File: config.mk
export PLATFORM = sky130hd
export DESIGN_NAME = alpha_map_codec_unit
export DESIGN_NICKNAME = d
export VERILOG_FILES = /design/src/design/acm_pkg.sv /design/src/design/alpha_map_codec_unit.sv /design/src/design/acm_row_ram.sv /design/src/design/acm_front.sv /design/src/design/acm_out_stage.sv
export SDC_FILE = /design/constraint.sdc
export NUM_CORES = 1
export LEC_CHECK = 0
export ABC_AREA = 1
export BUFFER_PORTS_ARGS = -buffer_cell sky130_fd_sc_hd__buf_4
export CAP_MARGIN = 20
export CORE_MARGIN = 2
export CORE_UTILIZATION = 33
export CTS_CLUSTER_SIZE = 20
export DETAILED_ROUTE_END_ITERATION = 6
export GPL_TIMING_DRIVEN = 0
export PLACE_DENSITY = 0.49
export SETUP_SLACK_MARGIN = 0.02
export SYNTH_ARGS = -nofsm -noshare
export SYNTH_HDL_FRONTEND = slang
export SYNTH_SLANG_ARGS = --single-unit
File: constraint.sdc
create_clock -name aclk -period 5.9 [get_ports aclk]
set_input_delay 0.295 -clock aclk [delete_from_list [all_inputs] [get_ports aclk]]
set_output_delay 0.295 -clock aclk [all_outputs]
set_load 0.05 [all_outputs]
File: src/design/acm_pkg.sv
// shared types, constants and helpers of the alpha map codec
package acm_pkg;

    // map geometry
    localparam int MAP_SIDE   = 64;
    localparam int MAP_PIXELS = MAP_SIDE * MAP_SIDE;
    localparam int ROW_BYTES  = MAP_SIDE / 2;
    localparam int HALF_MAP   = MAP_PIXELS / 2;

    // internal widths
    localparam int POS_W = $clog2(MAP_PIXELS) + 1;
    localparam int COL_W = $clog2(ROW_BYTES);
    localparam int ROW_W = $clog2(MAP_SIDE);

    // port field widths
    localparam int VALUE_W   = 8;
    localparam int RUN_W     = 7;
    localparam int POS_OUT_W = 12;
    localparam int MODE_W    = 2;

    // one row store entry holds a pixel pair
    localparam int PAIR_W = 2 * VALUE_W;

    localparam logic [ROW_W-1:0] ROW_LAST   = ROW_W'(MAP_SIDE - 1);
    localparam logic [ROW_W-1:0] ROW_PENULT = ROW_W'(MAP_SIDE - 2);
    localparam logic [COL_W-1:0] COL_LAST   = COL_W'(ROW_BYTES - 1);
    localparam logic [POS_W-1:0] PIX_END    = POS_W'(MAP_PIXELS);
    localparam logic [POS_W-1:0] HALF_END   = POS_W'(HALF_MAP);
    localparam logic [POS_W-1:0] HALF_LAST  = POS_W'(HALF_MAP - 1);

    // header byte fields
    localparam int HDR_FILL_BIT = 7;

    // reciprocal of 17 in 4.12 fixed point, exact for all 8-bit values
    localparam logic [15:0] RECIP17 = 16'd241;

    typedef enum logic [MODE_W-1:0] {
        MODE_RLE    = 2'd0,
        MODE_RAW    = 2'd1,
        MODE_UNPACK = 2'd2,
        MODE_PACK   = 2'd3
    } mode_t;

    typedef enum logic [1:0] {
        PH_HEADER = 2'd0,
        PH_FILL   = 2'd1,
        PH_COPY   = 2'd2
    } phase_t;

    // one or two results caused by one source byte
    typedef struct packed {
        logic                 two;
        logic                 mem_sel;
        logic [VALUE_W-1:0]   value0;
        logic [VALUE_W-1:0]   value1;
        logic [RUN_W-1:0]     len0;
        logic [POS_OUT_W-1:0] pos0;
        logic                 last0;
        logic                 last1;
    } pair_t;

    // row store access
    typedef struct packed {
        logic              we;
        logic              re;
        logic [COL_W-1:0]  waddr;
        logic [COL_W-1:0]  raddr;
        logic [PAIR_W-1:0] wdata;
    } ram_req_t;

    // floor(b / 17) by reciprocal multiply
    function automatic logic [3:0] div17(input logic [7:0] b);
        logic [15:0] prod;
        prod = 16'(b) * RECIP17;
        return prod[15:12];
    endfunction

endpackage

File: src/design/alpha_map_codec_unit.sv
// top level of the alpha map codec
//
// Source bytes of one 64x64 alpha map enter on the s_ channel, one beat per byte;
// s_first marks the first byte of a map and clears position and run parser.
// Pixel runs leave on the m_ channel as value, run_length, position and last.
// The coding mode is written on the cfg_ channel, which is always ready; a write also
// starts a new map. A write must be made only while the block is idle; the block
// itself does not enforce this. A result passes the pending stage, then the output
// register. Throughput: one byte per cycle in run-length, raw and pack modes while
// the receiver does not stall. In unpack mode each byte gives two pixel beats, and
// the next byte is taken only as the second beat of the last one moves out. Bytes
// that give no result are still taken. The last row in unpack mode is replayed
// from a 32-entry row store written during the row before it; the store needs no
// clearing. Reset (aresetn low at a clock edge) selects run-length mode, clears the
// map state and drops pending results. When the receiver stalls, the output beat
// holds and the next byte with a result enters the pending stage, after which
// s_ready stays low until the stall clears.
module alpha_map_codec_unit
    import acm_pkg::*;
(
    input  logic                 aclk,
    input  logic                 aresetn,
    input  logic                 cfg_valid,
    output logic                 cfg_ready,
    input  logic [MODE_W-1:0]    cfg_data,
    input  logic                 s_valid,
    output logic                 s_ready,
    input  logic [VALUE_W-1:0]   s_data_byte,
    input  logic                 s_first,
    output logic                 m_valid,
    input  logic                 m_ready,
    output logic [VALUE_W-1:0]   m_value,
    output logic [RUN_W-1:0]     m_run_length,
    output logic [POS_OUT_W-1:0] m_position,
    output logic                 m_last
);

    logic              accept;
    logic              pair_valid;
    pair_t             pair;
    ram_req_t          ram_req;
    logic [PAIR_W-1:0] rdata;

    assign accept = s_valid && s_ready;

    // byte decoder
    acm_front u_front (
        .aclk       (aclk),
        .aresetn    (aresetn),
        .cfg_valid  (cfg_valid),
        .cfg_ready  (cfg_ready),
        .cfg_data   (cfg_data),
        .accept     (accept),
        .data_byte  (s_data_byte),
        .first      (s_first),
        .pair_valid (pair_valid),
        .pair       (pair),
        .ram_req    (ram_req)
    );

    // row store
    acm_row_ram u_row_ram (
        .aclk  (aclk),
        .req   (ram_req),
        .rdata (rdata)
    );

    // result beats
    acm_out_stage u_out (
        .aclk         (aclk),
        .aresetn      (aresetn),
        .load         (accept && pair_valid),
        .pair_in      (pair),
        .rdata        (rdata),
        .in_ready     (s_ready),
        .m_valid      (m_valid),
        .m_ready      (m_ready),
        .m_value      (m_value),
        .m_run_length (m_run_length),
        .m_position   (m_position),
        .m_last       (m_last)
    );

endmodule

File: src/design/acm_row_ram.sv
// row store: one pixel pair per entry, registered read
module acm_row_ram
    import acm_pkg::*;
(
    input  logic              aclk,
    input  ram_req_t          req,
    output logic [PAIR_W-1:0] rdata
);

    logic [PAIR_W-1:0] row_mem [ROW_BYTES];
    logic [PAIR_W-1:0] rdata_reg;

    // write port
    always_ff @(posedge aclk) begin
        if (req.we) begin
            row_mem[req.waddr] <= req.wdata;
        end
    end

    // read port, data holds until the next read
    always_ff @(posedge aclk) begin
        if (req.re) begin
            rdata_reg <= row_mem[req.raddr];
        end
    end

    assign rdata = rdata_reg;

endmodule

File: src/design/acm_front.sv
// byte decoder: map state, run parser and row store requests
module acm_front
    import acm_pkg::*;
(
    input  logic               aclk,
    input  logic               aresetn,
    input  logic               cfg_valid,
    output logic               cfg_ready,
    input  logic [MODE_W-1:0]  cfg_data,
    input  logic               accept,
    input  logic [VALUE_W-1:0] data_byte,
    input  logic               first,
    output logic               pair_valid,
    output pair_t              pair,
    output ram_req_t           ram_req
);

    mode_t            mode_reg;
    phase_t           phase_reg, phase_next, phase_e;
    logic [POS_W-1:0] pos_reg, pos_next, pos_e;
    logic [RUN_W-1:0] rem_reg, rem_next, rem_e;
    logic [3:0]       held_reg, held_next, held_e;
    logic [POS_W-1:0] cnt_reg, cnt_next, cnt_e;
    logic [COL_W-1:0] col_reg, col_next, col_e;
    logic [ROW_W-1:0] row_reg, row_next, row_e;

    logic             cfg_write;
    logic             pix_full;
    logic             half_full;
    logic [POS_W-1:0] room;
    logic [RUN_W-1:0] fill_len;
    logic [POS_W-1:0] pos_unp;
    logic [3:0]       lo_nib, hi_nib, pk_nib;

    assign cfg_ready = 1'b1;
    assign cfg_write = cfg_valid && cfg_ready;

    // a new map clears position and parser before the byte is used
    assign phase_e = first ? PH_HEADER : phase_reg;
    assign pos_e   = first ? '0 : pos_reg;
    assign rem_e   = first ? '0 : rem_reg;
    assign held_e  = first ? '0 : held_reg;
    assign cnt_e   = first ? '0 : cnt_reg;
    assign col_e   = first ? '0 : col_reg;
    assign row_e   = first ? '0 : row_reg;

    assign pix_full  = (pos_e >= PIX_END);
    assign half_full = (pos_e >= HALF_END);

    // fill run cut to the pixels left in the map
    assign room     = PIX_END - pos_e;
    assign fill_len = (POS_W'(rem_e) > room) ? RUN_W'(room) : rem_e;

    assign pos_unp = {cnt_e[POS_W-2:0], 1'b0};
    assign lo_nib  = data_byte[3:0];
    assign hi_nib  = (col_e == COL_LAST) ? data_byte[3:0] : data_byte[7:4];
    assign pk_nib  = div17(data_byte);

    // run parser next state
    always_comb begin
        phase_next = phase_e;
        if (mode_reg == MODE_RLE && !pix_full) begin
            unique case (phase_e)
                PH_HEADER: begin
                    if (data_byte[HDR_FILL_BIT]) begin
                        phase_next = PH_FILL;
                    end else if (data_byte[RUN_W-1:0] != '0) begin
                        phase_next = PH_COPY;
                    end
                end
                PH_FILL: phase_next = PH_HEADER;
                PH_COPY: begin
                    if (rem_e <= RUN_W'(1)) begin
                        phase_next = PH_HEADER;
                    end
                end
                default: phase_next = PH_HEADER;
            endcase
        end
    end

    // results, counters and row store access per mode
    always_comb begin
        pair       = '0;
        pair_valid = 1'b0;
        ram_req    = '0;
        pos_next   = pos_e;
        rem_next   = rem_e;
        held_next  = held_e;
        cnt_next   = cnt_e;
        col_next   = col_e;
        row_next   = row_e;
        case (mode_reg)
            MODE_RLE: begin
                if (!pix_full) begin
                    case (phase_e)
                        PH_HEADER: rem_next = data_byte[RUN_W-1:0];
                        PH_FILL: begin
                            rem_next = '0;
                            if (fill_len != '0) begin
                                pair_valid  = 1'b1;
                                pair.value0 = data_byte;
                                pair.len0   = fill_len;
                                pair.pos0   = POS_OUT_W'(pos_e);
                                pair.last0  = (pos_e + POS_W'(fill_len)) == PIX_END;
                                pos_next    = pos_e + POS_W'(fill_len);
                            end
                        end
                        default: begin
                            pair_valid  = 1'b1;
                            pair.value0 = data_byte;
                            pair.len0   = RUN_W'(1);
                            pair.pos0   = POS_OUT_W'(pos_e);
                            pair.last0  = (pos_e + POS_W'(1)) == PIX_END;
                            pos_next    = pos_e + POS_W'(1);
                            if (rem_e != '0) begin
                                rem_next = rem_e - RUN_W'(1);
                            end
                        end
                    endcase
                end
            end
            MODE_RAW: begin
                if (!pix_full) begin
                    pair_valid  = 1'b1;
                    pair.value0 = data_byte;
                    pair.len0   = RUN_W'(1);
                    pair.pos0   = POS_OUT_W'(pos_e);
                    pair.last0  = (pos_e + POS_W'(1)) == PIX_END;
                    pos_next    = pos_e + POS_W'(1);
                    cnt_next    = cnt_e + POS_W'(1);
                end
            end
            MODE_UNPACK: begin
                if (cnt_e < HALF_END) begin
                    pair_valid = 1'b1;
                    pair.two   = 1'b1;
                    pair.len0  = RUN_W'(1);
                    pair.pos0  = POS_OUT_W'(pos_unp);
                    pair.last1 = (cnt_e == HALF_LAST);
                    if (row_e == ROW_LAST) begin
                        // last row repeats the stored one, read only on the taken beat
                        pair.mem_sel  = 1'b1;
                        ram_req.re    = accept;
                        ram_req.raddr = col_e;
                    end else begin
                        // times 17 is the nibble written twice
                        pair.value0 = {lo_nib, lo_nib};
                        pair.value1 = {hi_nib, hi_nib};
                        if (row_e == ROW_PENULT) begin
                            ram_req.we    = accept;
                            ram_req.waddr = col_e;
                            ram_req.wdata = {hi_nib, hi_nib, lo_nib, lo_nib};
                        end
                    end
                    pos_next = pos_unp + POS_W'(2);
                    cnt_next = cnt_e + POS_W'(1);
                    if (col_e == COL_LAST) begin
                        col_next = '0;
                        row_next = row_e + ROW_W'(1);
                    end else begin
                        col_next = col_e + COL_W'(1);
                    end
                end
            end
            default: begin
                if (!half_full) begin
                    if (!cnt_e[0]) begin
                        held_next = pk_nib;
                    end else begin
                        pair_valid  = 1'b1;
                        pair.value0 = {pk_nib, held_e};
                        pair.len0   = RUN_W'(1);
                        pair.pos0   = POS_OUT_W'(pos_e);
                        pair.last0  = (pos_e + POS_W'(1)) == HALF_END;
                        pos_next    = pos_e + POS_W'(1);
                    end
                    cnt_next = cnt_e + POS_W'(1);
                end
            end
        endcase
    end

    // state registers, a mode write also starts a new map
    always_ff @(posedge aclk) begin
        if (!aresetn) begin
            mode_reg  <= MODE_RLE;
            phase_reg <= PH_HEADER;
            pos_reg   <= '0;
            rem_reg   <= '0;
            held_reg  <= '0;
            cnt_reg   <= '0;
            col_reg   <= '0;
            row_reg   <= '0;
        end else if (cfg_write) begin
            mode_reg  <= mode_t'(cfg_data);
            phase_reg <= PH_HEADER;
            pos_reg   <= '0;
            rem_reg   <= '0;
            held_reg  <= '0;
            cnt_reg   <= '0;
            col_reg   <= '0;
            row_reg   <= '0;
        end else if (accept) begin
            phase_reg <= phase_next;
            pos_reg   <= pos_next;
            rem_reg   <= rem_next;
            held_reg  <= held_next;
            cnt_reg   <= cnt_next;
            col_reg   <= col_next;
            row_reg   <= row_next;
        end
    end

`ifndef SYNTHESIS
    // a byte never both writes and reads the row store
    a_ram_one_port: assert property (@(posedge aclk) disable iff (!aresetn)
        !(ram_req.we && ram_req.re))
        else $error("row store read and write from one byte");

    // stored pixels only come back as a pair
    a_mem_pair: assert property (@(posedge aclk) disable iff (!aresetn)
        accept && pair_valid && pair.mem_sel |-> pair.two && ram_req.re)
        else $error("row store result without pair read");

    // every taken result covers at least one position
    a_pair_len: assert property (@(posedge aclk) disable iff (!aresetn)
        accept && pair_valid |-> pair.len0 != '0)
        else $error("empty run from a byte");
`endif

endmodule

File: src/design/acm_out_stage.sv
// result stage: splits pairs into beats and holds the output register
module acm_out_stage
    import acm_pkg::*;
(
    input  logic                 aclk,
    input  logic                 aresetn,
    input  logic                 load,
    input  pair_t                pair_in,
    input  logic [PAIR_W-1:0]    rdata,
    output logic                 in_ready,
    output logic                 m_valid,
    input  logic                 m_ready,
    output logic [VALUE_W-1:0]   m_value,
    output logic [RUN_W-1:0]     m_run_length,
    output logic [POS_OUT_W-1:0] m_position,
    output logic                 m_last
);

    logic                 p_valid_reg;
    logic                 p_sel_reg;
    pair_t                p_reg;

    logic                 m_valid_reg;
    logic [VALUE_W-1:0]   m_value_reg;
    logic [RUN_W-1:0]     m_run_length_reg;
    logic [POS_OUT_W-1:0] m_position_reg;
    logic                 m_last_reg;

    logic                 out_take;
    logic                 p_move;
    logic                 p_done;
    logic [VALUE_W-1:0]   cur_value;
    logic [RUN_W-1:0]     cur_len;
    logic [POS_OUT_W-1:0] cur_pos;
    logic                 cur_last;

    // handshake between pending pair and output register
    assign out_take = !m_valid_reg || m_ready;
    assign p_move   = p_valid_reg && out_take;
    assign p_done   = p_move && (!p_reg.two || p_sel_reg);
    assign in_ready = !p_valid_reg || p_done;

    // select the result that goes out next
    always_comb begin
        if (p_sel_reg) begin
            cur_value = p_reg.mem_sel ? rdata[PAIR_W-1:VALUE_W] : p_reg.value1;
            cur_len   = RUN_W'(1);
            cur_pos   = p_reg.pos0 + POS_OUT_W'(1);
            cur_last  = p_reg.last1;
        end else begin
            cur_value = p_reg.mem_sel ? rdata[VALUE_W-1:0] : p_reg.value0;
            cur_len   = p_reg.len0;
            cur_pos   = p_reg.pos0;
            cur_last  = p_reg.last0;
        end
    end

    // control
    always_ff @(posedge aclk) begin
        if (!aresetn) begin
            p_valid_reg <= 1'b0;
            p_sel_reg   <= 1'b0;
            m_valid_reg <= 1'b0;
        end else begin
            if (load) begin
                p_valid_reg <= 1'b1;
                p_sel_reg   <= 1'b0;
            end else if (p_done) begin
                p_valid_reg <= 1'b0;
            end else if (p_move) begin
                p_sel_reg <= 1'b1;
            end
            if (p_move) begin
                m_valid_reg <= 1'b1;
            end else if (m_ready) begin
                m_valid_reg <= 1'b0;
            end
        end
    end

    // payload
    always_ff @(posedge aclk) begin
        if (load) begin
            p_reg <= pair_in;
        end
        if (p_move) begin
            m_value_reg      <= cur_value;
            m_run_length_reg <= cur_len;
            m_position_reg   <= cur_pos;
            m_last_reg       <= cur_last;
        end
    end

    assign m_valid      = m_valid_reg;
    assign m_value      = m_value_reg;
    assign m_run_length = m_run_length_reg;
    assign m_position   = m_position_reg;
    assign m_last       = m_last_reg;

`ifndef SYNTHESIS
    // a new pair only lands on a free or finishing stage
    a_no_overwrite: assert property (@(posedge aclk) disable iff (!aresetn)
        load |-> (!p_valid_reg || p_done))
        else $error("pending pair overwritten");

    // second beat only for pairs
    a_sel_two: assert property (@(posedge aclk) disable iff (!aresetn)
        p_valid_reg && p_sel_reg |-> p_reg.two)
        else $error("second beat of a single result");

    // no empty runs leave the block
    a_len_nonzero: assert property (@(posedge aclk) disable iff (!aresetn)
        m_valid_reg |-> m_run_length_reg != '0)
        else $error("run of length zero");
`endif

endmodule

## Yosys cells after proc, flatten, opt, wreduce, memory -nomap -nowiden

Memory sizes are Yosys's and may differ from the RTL's. A register that Yosys moved wholly into a read port is not among the register bits.
Cells that the tools add are included.

| cells by class | value |
|---|---|
| add/sub/neg operators | 9 |
| $mul | 1 |
| magnitude comparators | 5 |
| equality and inequality tests | 11 |
| mux-type cells | 86 |
| bitwise operators | 4 |
| reduce and logical (&&, ||, !) cells | 25 |

Operators with widths:

| cell | number |
|---|---|
| $mux 13 | 11 |
| $pmux 13 s3 | 2 |
| $mux 8 | 8 |
| $mux 20 | 3 |
| $pmux 19 s3 | 1 |
| $mux 28 | 2 |
| $mux 16 | 3 |
| $pmux 20 s2 | 1 |
| $mux 37 | 1 |
| $mux 5 | 7 |
| $mux 7 | 5 |
| $mux 14 | 2 |
| $add 13x1->13 const B | 2 |
| $eq 13x13->1 const B | 2 |
| $pmux 13 s2 | 1 |
| $mux 6 | 4 |
| $pmux 8 s3 | 1 |
| $reduce_bool 7->1 | 3 |
| $mux 4 | 5 |
| $mux 1 | 17 |
| $mul 8x8->16 const B | 1 |
| $pmux 8 s2 | 1 |
| $pmux 7 s2 | 1 |
| $add 13x2->13 const B | 1 |
| 31 further kinds | 56 |

| storage, ports and cells | value |
|---|---|
| register bits | 122 |
| RAM bits | 512 |
| output and inout port bits | 31 |
| logic and storage cells | 165 |
| memories kept | 1 |

Memory list:

| memory | depth | bits a word | read ports | clocked after memory_dff | write ports | RTL line | RTL |
|---|---|---|---|---|---|---|---|
| u_row_ram.row_mem | 32 | 16 | 1 | 1 | 1 | acm_row_ram.sv:10 | `logic [PAIR_W-1:0] row_mem [ROW_BYTES];` |

## Logic depth before layout (Yosys ltp)

Gate-level depths: netlist (run 1).

| logic depth | value |
|---|---|
| depth in word-level cells | 12 |
| gate-level depth with buffers | 36 |

## By module

Synthesis (run 1) repeated with hierarchy kept, for this count alone.

| second synthesis, totals | value |
|---|---|
| cells, all modules | 3,243 |
| area, all modules | 31,746.7 um^2 |

By module, submodules not included:

| module | instances | cells an instance | area an instance (um^2) |
|---|---|---|---|
| acm_row_ram | 1 | 1,794 | 21,461.8 |
| acm_front | 1 | 1,235 | 7,537.2 |
| acm_out_stage | 1 | 210 | 2,730.1 |
| alpha_map_codec_unit | 1 | 4 | 17.5 |

## Least setup slack after synthesis (run 1)

OpenSTA, ideal clock, no wires.

| timing | value |
|---|---|
| path type | input -> register |
| from | input port s_first |
| to | register u_out.p_reg[1] in the netlist's numbering (data pin) |
| library setup time | 0.130 ns |
| arrival | 4.118 ns |
| data required time | 5.770 ns |
| slack | 1.652 ns |
| stages | 29 |
| path buffers | 0 |
| cells stage by stage | inv_2 > nand2_1 > inv_1 > ha_1 > inv_1 > ha_1 > nand2_1 > o21ai_0 > a21oi_1 > nor2_4 > nand2_4 > nand2_1 > nand2_1 > inv_1 > ha_1 > inv_1 > fa_1 > o21ai_0 > nand3_1 > nand2_1 > a21oi_1 > nor2_1 > nand4_1 > or2_2 > a21oi_1 > a31oi_1 > o22ai_1 > nand2_1 > nand2_1 |

RTL lines:

| what | RTL line | RTL |
|---|---|---|
| start, declared | alpha_map_codec_unit.sv:29 | `input logic s_first,` |
| end signal, assigned | acm_out_stage.sv:84 | `p_reg <= pair_in;` |
| end, declared | acm_out_stage.sv:21 | `pair_t p_reg;` |

==> results_dict.tcl, run 1 <==
set metrics [dict create \
    synth_compound_area_frac 0.151 \
    r2r_end "u_out.p_reg[1]$_DFFE_PP_" \
    wirelength_mm 69.6 \
    htree_levels 2 \
    gr-total-overflow 0 \
    cts.path.max_buffers 3 \
    crit_path_max_fanout 8 \
    yosys.area_share.simple 0.184 \
    fin_setup_tns_ns 0 \
    cp_common_cell "nand2_1" \
    fillers 6169 \
    min_period_ns 5.53 \
    hold_viol 0 \
    power_density_nw_per_um2 273 \
    slew_violations 0 \
    finalSetupViolCount 0 \
    grt_max_degree 33 \
    maxSlewHeadroom 0.338 \
    dp_slack_ns 0.0315 \
    largest_reg_flops 256 \
    row_count 91 \
    fmax_mhz 181 \
    ir_drop_mv 0.171 \
    cts.sinks 382 \
    vias 16900 \
    syn_inst 2228 \
    cp-end-kind "register" \
    r2r_setup_slack_ns 0.37 \
    grt.total_usage 0.217 \
    tritoncts "done" \
    worstSetupStartpointType "register" \
    synth_fa_ha_area_frac 0.0522 \
    io_buffers 45 \
    vias_per_cell 5.37 \
    avgSynthCellArea_sq_um 9.14 \
    p_leak_nw 8.30 \
    postCtsSetupBuffers 0 \
    crit_slowest_cell "dfxtp_1" \
    synth-xor-area-share 0.0159 \
    core_area_sq_um 61400 \
    ff2ff_path_depth 29 \
    layout.cells.non_filler 3147 \
    fin_skew_ns 0.0296 \
    placed_cells 3069 \
    initial_core_util 0.332 \
    antenna_found_initial 4 \
    synth-edff-count 327 \
    grt_pass1_wl_mm 103 \
    synthMuxAreaShare 0 \
    nets 2415 \
    clk_pin_slew_worst_paths_ns 0.06 \
    r2r_start "u_front.pos_reg[6]$_SDFFE_PP0P_" \
    crit_type "register to register" \
    power_mw 6.37 \
    drive_gt1_frac 0.0912 \
    design_area_sq_um 23300 \
    finalCritPeriodShare 0.936 \
    die_h_um 252 \
    fp.dieW_um 252 \
    num_io_pins 47 \
    worstSkewPairLatency_ns 0.58 \
    worstSetupStartpoint "u_front.pos_reg[6]$_SDFFE_PP0P_" \
    status "completed" \
    synth_top_family_by_area "simple AND/OR/NAND/NOR gates" \
    drt_iter0_drc 1631 \
    cap_violations 0 \
    cts_made_buffers 42 \
    ys_types 58 \
    syn2layout_area_growth_pct 14.5 \
    syn_area_sq_um 20400 \
    worst_pin_slew_ns 0.983 \
    firstDrtPassIters 6 \
    place_congestion 0.942 \
    ys_warn_count 0 \
    antenna_cells 0 \
    drc 0 \
    yosysSeqAreaShare 0.536 \
    rsz0062_at_grt "no" \
    layout_common_cells "nand2_1, edfxtp_1, a21oi_1" \
    synthArstFlopShare 0 \
    dp_hpwl_mm 51.2 \
    hold_class "input pin to register" \
    place_area_sq_um 21900 \
    die-area_sq_um 63700 \
    final_core_util 0.380 \
    post_drt_wl_per_cell_um 22.1 \
    crit_required_ns 6.28 \
    ys_ff_latch 382 \
    detail-route-antenna-nets 0 \
    layout_commonest_cell "nand2_1" \
    synth_flop_cell "edfxtp_1" \
    setup_slack_ns 0.375 \
    grt_pass1_vias 16400 \
    max_stage_delay_ns 0.48 \
    arrival_ns 5.91 \
    crit_path_end "u_out.p_reg[1]$_DFFE_PP_" \
    cts_root_buf "clkbuf_16" \
    timing.hold.ws_ns 0.0658 \
    synth_fp_nets 2320 \
]
[power breakdown]
part / leakage, nW / internal (mW) / total [mW] / switching [mW]
clock: 0.685 / 1.58 / 2.72 / 1.14
combinational: 4.77 / 0.213 / 0.693 / 0.479
sequential: 2.84 / 2.94 / 2.96 / 0.0230
total: 8.30 / 4.74 / 6.37 / 1.64
[worst min-delay path by stage]
stage	depth (start not counted)	endpoint	startpoint	slack, ns
5_1_grt	3	u_out.p_sel_reg$_SDFFE_PP0P_	aresetn	0.03
4_1_cts	3	u_out.p_sel_reg$_SDFFE_PP0P_	aresetn	0.03
3_5_place_dp	2	u_front.col_reg[1]$_SDFFE_PP0P_	u_front.col_reg[1]$_SDFFE_PP0P_	0.45
3_3_place_gp	2	u_front.held_reg[2]$_SDFFE_PP0P_	u_front.held_reg[2]$_SDFFE_PP0P_	0.45
2_1_floorplan	2	u_out.p_sel_reg$_SDFFE_PP0P_	aresetn	0.43
6_report	3	u_out.p_sel_reg$_SDFFE_PP0P_	aresetn	0.07
[kinds of logic after synthesis]
logic type                 count (synthesis)
AOI/OAI and AO/OA                        532
xor gates and xnor gates                  37
adders and majority gates                 76
buffers and inverters                    312
DFF                                      382
other                                      1
and+or+nand+nor                          888
[worst max-delay path, delay by kind of cell, from the launching register on]
family / cells / cell delay, ns
AO/OA/AOI/OAI: 7 / 1.17
flip-flops: 1 / 0.48
buffers and inverters: 3 / 0.42
AND/OR/NAND/NOR: 16 / 2.36
adder cells (fa/ha/maj): 3 / 0.91
[routing by layer]
| metal | track usage | wire length, um | vias up |
|---|---|---|---|
| met5 | 0 | 0 | - |
| met4 | 0.0648 | 1810 | 0 |
| met3 | 0.0434 | 5360 | 101 |
| met2 | 0.337 | 30900 | 626 |
| met1 | 0.305 | 31600 | 8253 |
| li1 | - | - | 7932 |
[timing repair]
action,in CTS,in global routing
endpoints found under the hold margin,0,0
endpoints found under the setup margin,0,1
hold buffers,0,0
gates resized for setup,0,1
[synth_stat cells (11+ instances only)]
master,n,area [sq um]
nand2_1,521,1960
edfxtp_1,327,9820
a21oi_1,207,1040
nor2_1,199,747
inv_1,195,732
o21ai_0,146,731
nand3_1,80,400
clkbuf_1,63,236
ha_1,61,763
dfxtp_1,55,1100
a31oi_1,43,269
o211ai_1,43,323
xor2_1,26,228
nand4_1,21,131
buf_2,19,95.1
nor3_1,18,90.1
a211oi_1,17,128
o22ai_1,16,100
fa_1,15,300
inv_2,15,56.3
o221ai_1,12,105
o21ai_1,11,55.1
xnor2_1,11,96.3
[cell type report]
type	count	area, sq um	share of cell area
multi-input combinational	1534	8260	0.354
sequential	382	10900	0.468
inverter	213	800	0.0343
tap	790	988	0.0424
timing repair buffer	51	495	0.0212
clock buffer	60	1210	0.0520
clock inverter	18	221	0.00949
buffer	99	437	0.0187
(Power assumes the default switching activity.)
==> run 2, diff against run 1 <==
--- a/config.mk
+++ b/config.mk
@@ -13,6 +13,7 @@
 export CTS_CLUSTER_SIZE = 20
 export DETAILED_ROUTE_END_ITERATION = 6
 export GPL_TIMING_DRIVEN = 0
+export HOLD_SLACK_MARGIN = 0.15
 export PLACE_DENSITY = 0.49
 export SETUP_SLACK_MARGIN = 0.02
 export SYNTH_ARGS = -nofsm -noshare
==> run 2 against run 1 <==
  * Worst hold slack improved by 0.18 ns
  * Critical endpoint unchanged
  * Highest routed layer unchanged
  * Maximum frequency rose by 0.31%
  * Utilization rose by 0.13 points
  * Critical path type unchanged
==> results_dict.tcl, run 2 (same netlist as run 1, synthesis figures left out) <==
set metrics [dict create \
    status "completed" \
    power_density_nw_per_um2 272 \
    firstDrtPassIters 5 \
    hold_class "input pin to register" \
    hold-path-endpoint "u_out.p_reg[25]$_SDFFCE_PP0P_" \
    initial_core_util 0.332 \
    wl_met1_mm 31.4 \
    post_drt_wl_per_cell_um 22.1 \
    ir_drop_mv 0.171 \
    min_path_cells 3 \
    die-area_sq_um 63700 \
    layout_commonest_cell "nand2_1" \
    grt_max_degree 33 \
    switching_share 0.257 \
    crit_required_ns 6.29 \
    drive_gt1_frac 0.0909 \
    cp_common_cell "nand2_1" \
    max_stage_delay_ns 0.47 \
    arrival_ns 5.89 \
    fillers 6165 \
    die_h_um 252 \
    cts.path.max_buffers 3 \
    worstSetupStartpointType "register" \
    vias 16900 \
    hold_start "s_data_byte[0]" \
    rsz0062_at_grt "no" \
    place_congestion 0.942 \
    hold_viol 0 \
    cap_violations 0 \
    tritoncts "done" \
    io_buffers 45 \
    crit_type "register to register" \
    r2r_setup_slack_ns 0.39 \
    finalSetupViolCount 0 \
    num_io_pins 47 \
    maxSlewHeadroom 0.330 \
    switchingPower_mw 1.64 \
    wirelength_mm 69.7 \
    finalCritPeriodShare 0.934 \
    vias_per_cell 5.36 \
    ff2ff_path_depth 29 \
    row_count 91 \
    fin_setup_tns_ns 0 \
    cp-end-kind "register" \
    seqPwrFrac 0.465 \
    drc 0 \
    crit_path_max_fanout 8 \
    wl_met3_mm 5.46 \
    grt_pass1_vias 16400 \
    core_area_sq_um 61400 \
    fin_skew_ns 0.0292 \
    syn2layout_area_growth_pct 14.9 \
    cts.sinks 382 \
    fp.dieW_um 252 \
    dp_hpwl_mm 51.2 \
    grt.total_usage 0.217 \
    clk_pin_slew_worst_paths_ns 0.06 \
    largest_reg_flops 256 \
    min_period_ns 5.51 \
    slew_violations 0 \
    worst_pin_slew_ns 0.995 \
    r2r_start "u_front.pos_reg[6]$_SDFFE_PP0P_" \
    p_clk_frac 0.426 \
    layout_common_cells "nand2_1, edfxtp_1, a21oi_1" \
    worstSkewPairLatency_ns 0.58 \
    htree_levels 2 \
    topRoutingLayerUsed "met4" \
    wl_met2_mm 31.0 \
    cts_made_buffers 42 \
    crit_slowest_cell "dfxtp_1" \
    pwr-share-comb 0.109 \
    postCtsSetupBuffers 0 \
    setup_slack_ns 0.392 \
    fmax_mhz 182 \
    r2r_end "u_out.p_reg[1]$_DFFE_PP_" \
    dp_slack_ns 0.0315 \
    nets 2422 \
    cts_root_buf "clkbuf_16" \
    gr-total-overflow 0 \
    detail-route-antenna-nets 0 \
    drt_iter0_drc 1631 \
    internal-power_mw 4.74 \
    p_leak_nw 8.33 \
    grt_pass1_wl_mm 103 \
    antenna_found_initial 4 \
]
run 2: worst max path at each step:
stage	end	cells past startpoint	from
after CTS	u_out.p_reg[1]$_DFFE_PP_	28	u_front.pos_reg[1]$_SDFFE_PP0P_
after detailed placement	u_out.p_reg[1]$_DFFE_PP_	31	s_first
after floorplan	u_out.p_reg[1]$_DFFE_PP_	29	s_first
after global routing	u_out.p_reg[1]$_DFFE_PP_	29	u_front.pos_reg[6]$_SDFFE_PP0P_
final	u_out.p_reg[1]$_DFFE_PP_	29	u_front.pos_reg[6]$_SDFFE_PP0P_
after global placement	u_out.p_reg[1]$_DFFE_PP_	31	s_first
run 2: power by group through the flow:
stage               logic [mW]  clock network, mW  registers, mW
global route             0.768               2.87           2.96
floorplan                0.419                  0           3.05
global placement         0.666                  0           3.02
CTS                      0.688               2.78           2.96
detailed placement       0.677                  0           3.02
finish                   0.697               2.72           2.96
run 2: worst max-delay path, delay by kind of cell (launching register included):
family                     cells  cell delay [ns]
and+or+nand+nor               16             2.36
adders and majority gates      3             0.90
DFF                            1             0.47
AOI/OAI and AO/OA              7             1.16
buffers and inverters          3             0.43
run 2: through the flow:
stage / utilization / cell area, sq um / instances / power (mW) / hold slack, ns
after floorplan: - / 20400 / 2228 / 3.46 / 0.431
after global placement: 0.354 / 21700 / 3063 / 3.69 / 0.454
after detailed placement: 0.357 / 21900 / 3069 / 3.70 / 0.452
after CTS: 0.381 / 23400 / 3154 / 6.43 / 0.200
after global routing: 0.381 / 23400 / 3154 / 6.60 / 0.245
final: 0.382 / 23400 / 3158 / 6.38 / 0.249
run 2: area by class of cell:
type / count / area, sq um / share of cell area
Clock inverter: 18 / 221 / 0.00946
Inverter: 213 / 800 / 0.0341
Buffer: 99 / 437 / 0.0187
Clock buffer: 60 / 1210 / 0.0518
Sequential cell: 382 / 10900 / 0.466
Tap cell: 790 / 988 / 0.0422
Timing Repair Buffer: 58 / 566 / 0.0242
Antenna cell: 4 / 10.0 / 0.000428
Multi-Input combinational cell: 1534 / 8260 / 0.353
run 2: metal layers:
metal / GRT usage / up-vias
met5: 0 / -
met4: 0.0648 / 0
met3: 0.0434 / 108
met2: 0.337 / 618
met1: 0.305 / 8239
li1: - / 7953
run 2: what timing repair did:
action / 4_1_cts / 5_1_grt
hold buffers: 7 / 0
endpoints found under the hold margin: 6 / 0
gates resized for setup: 0 / 1
setup endpoints to repair: 0 / 1
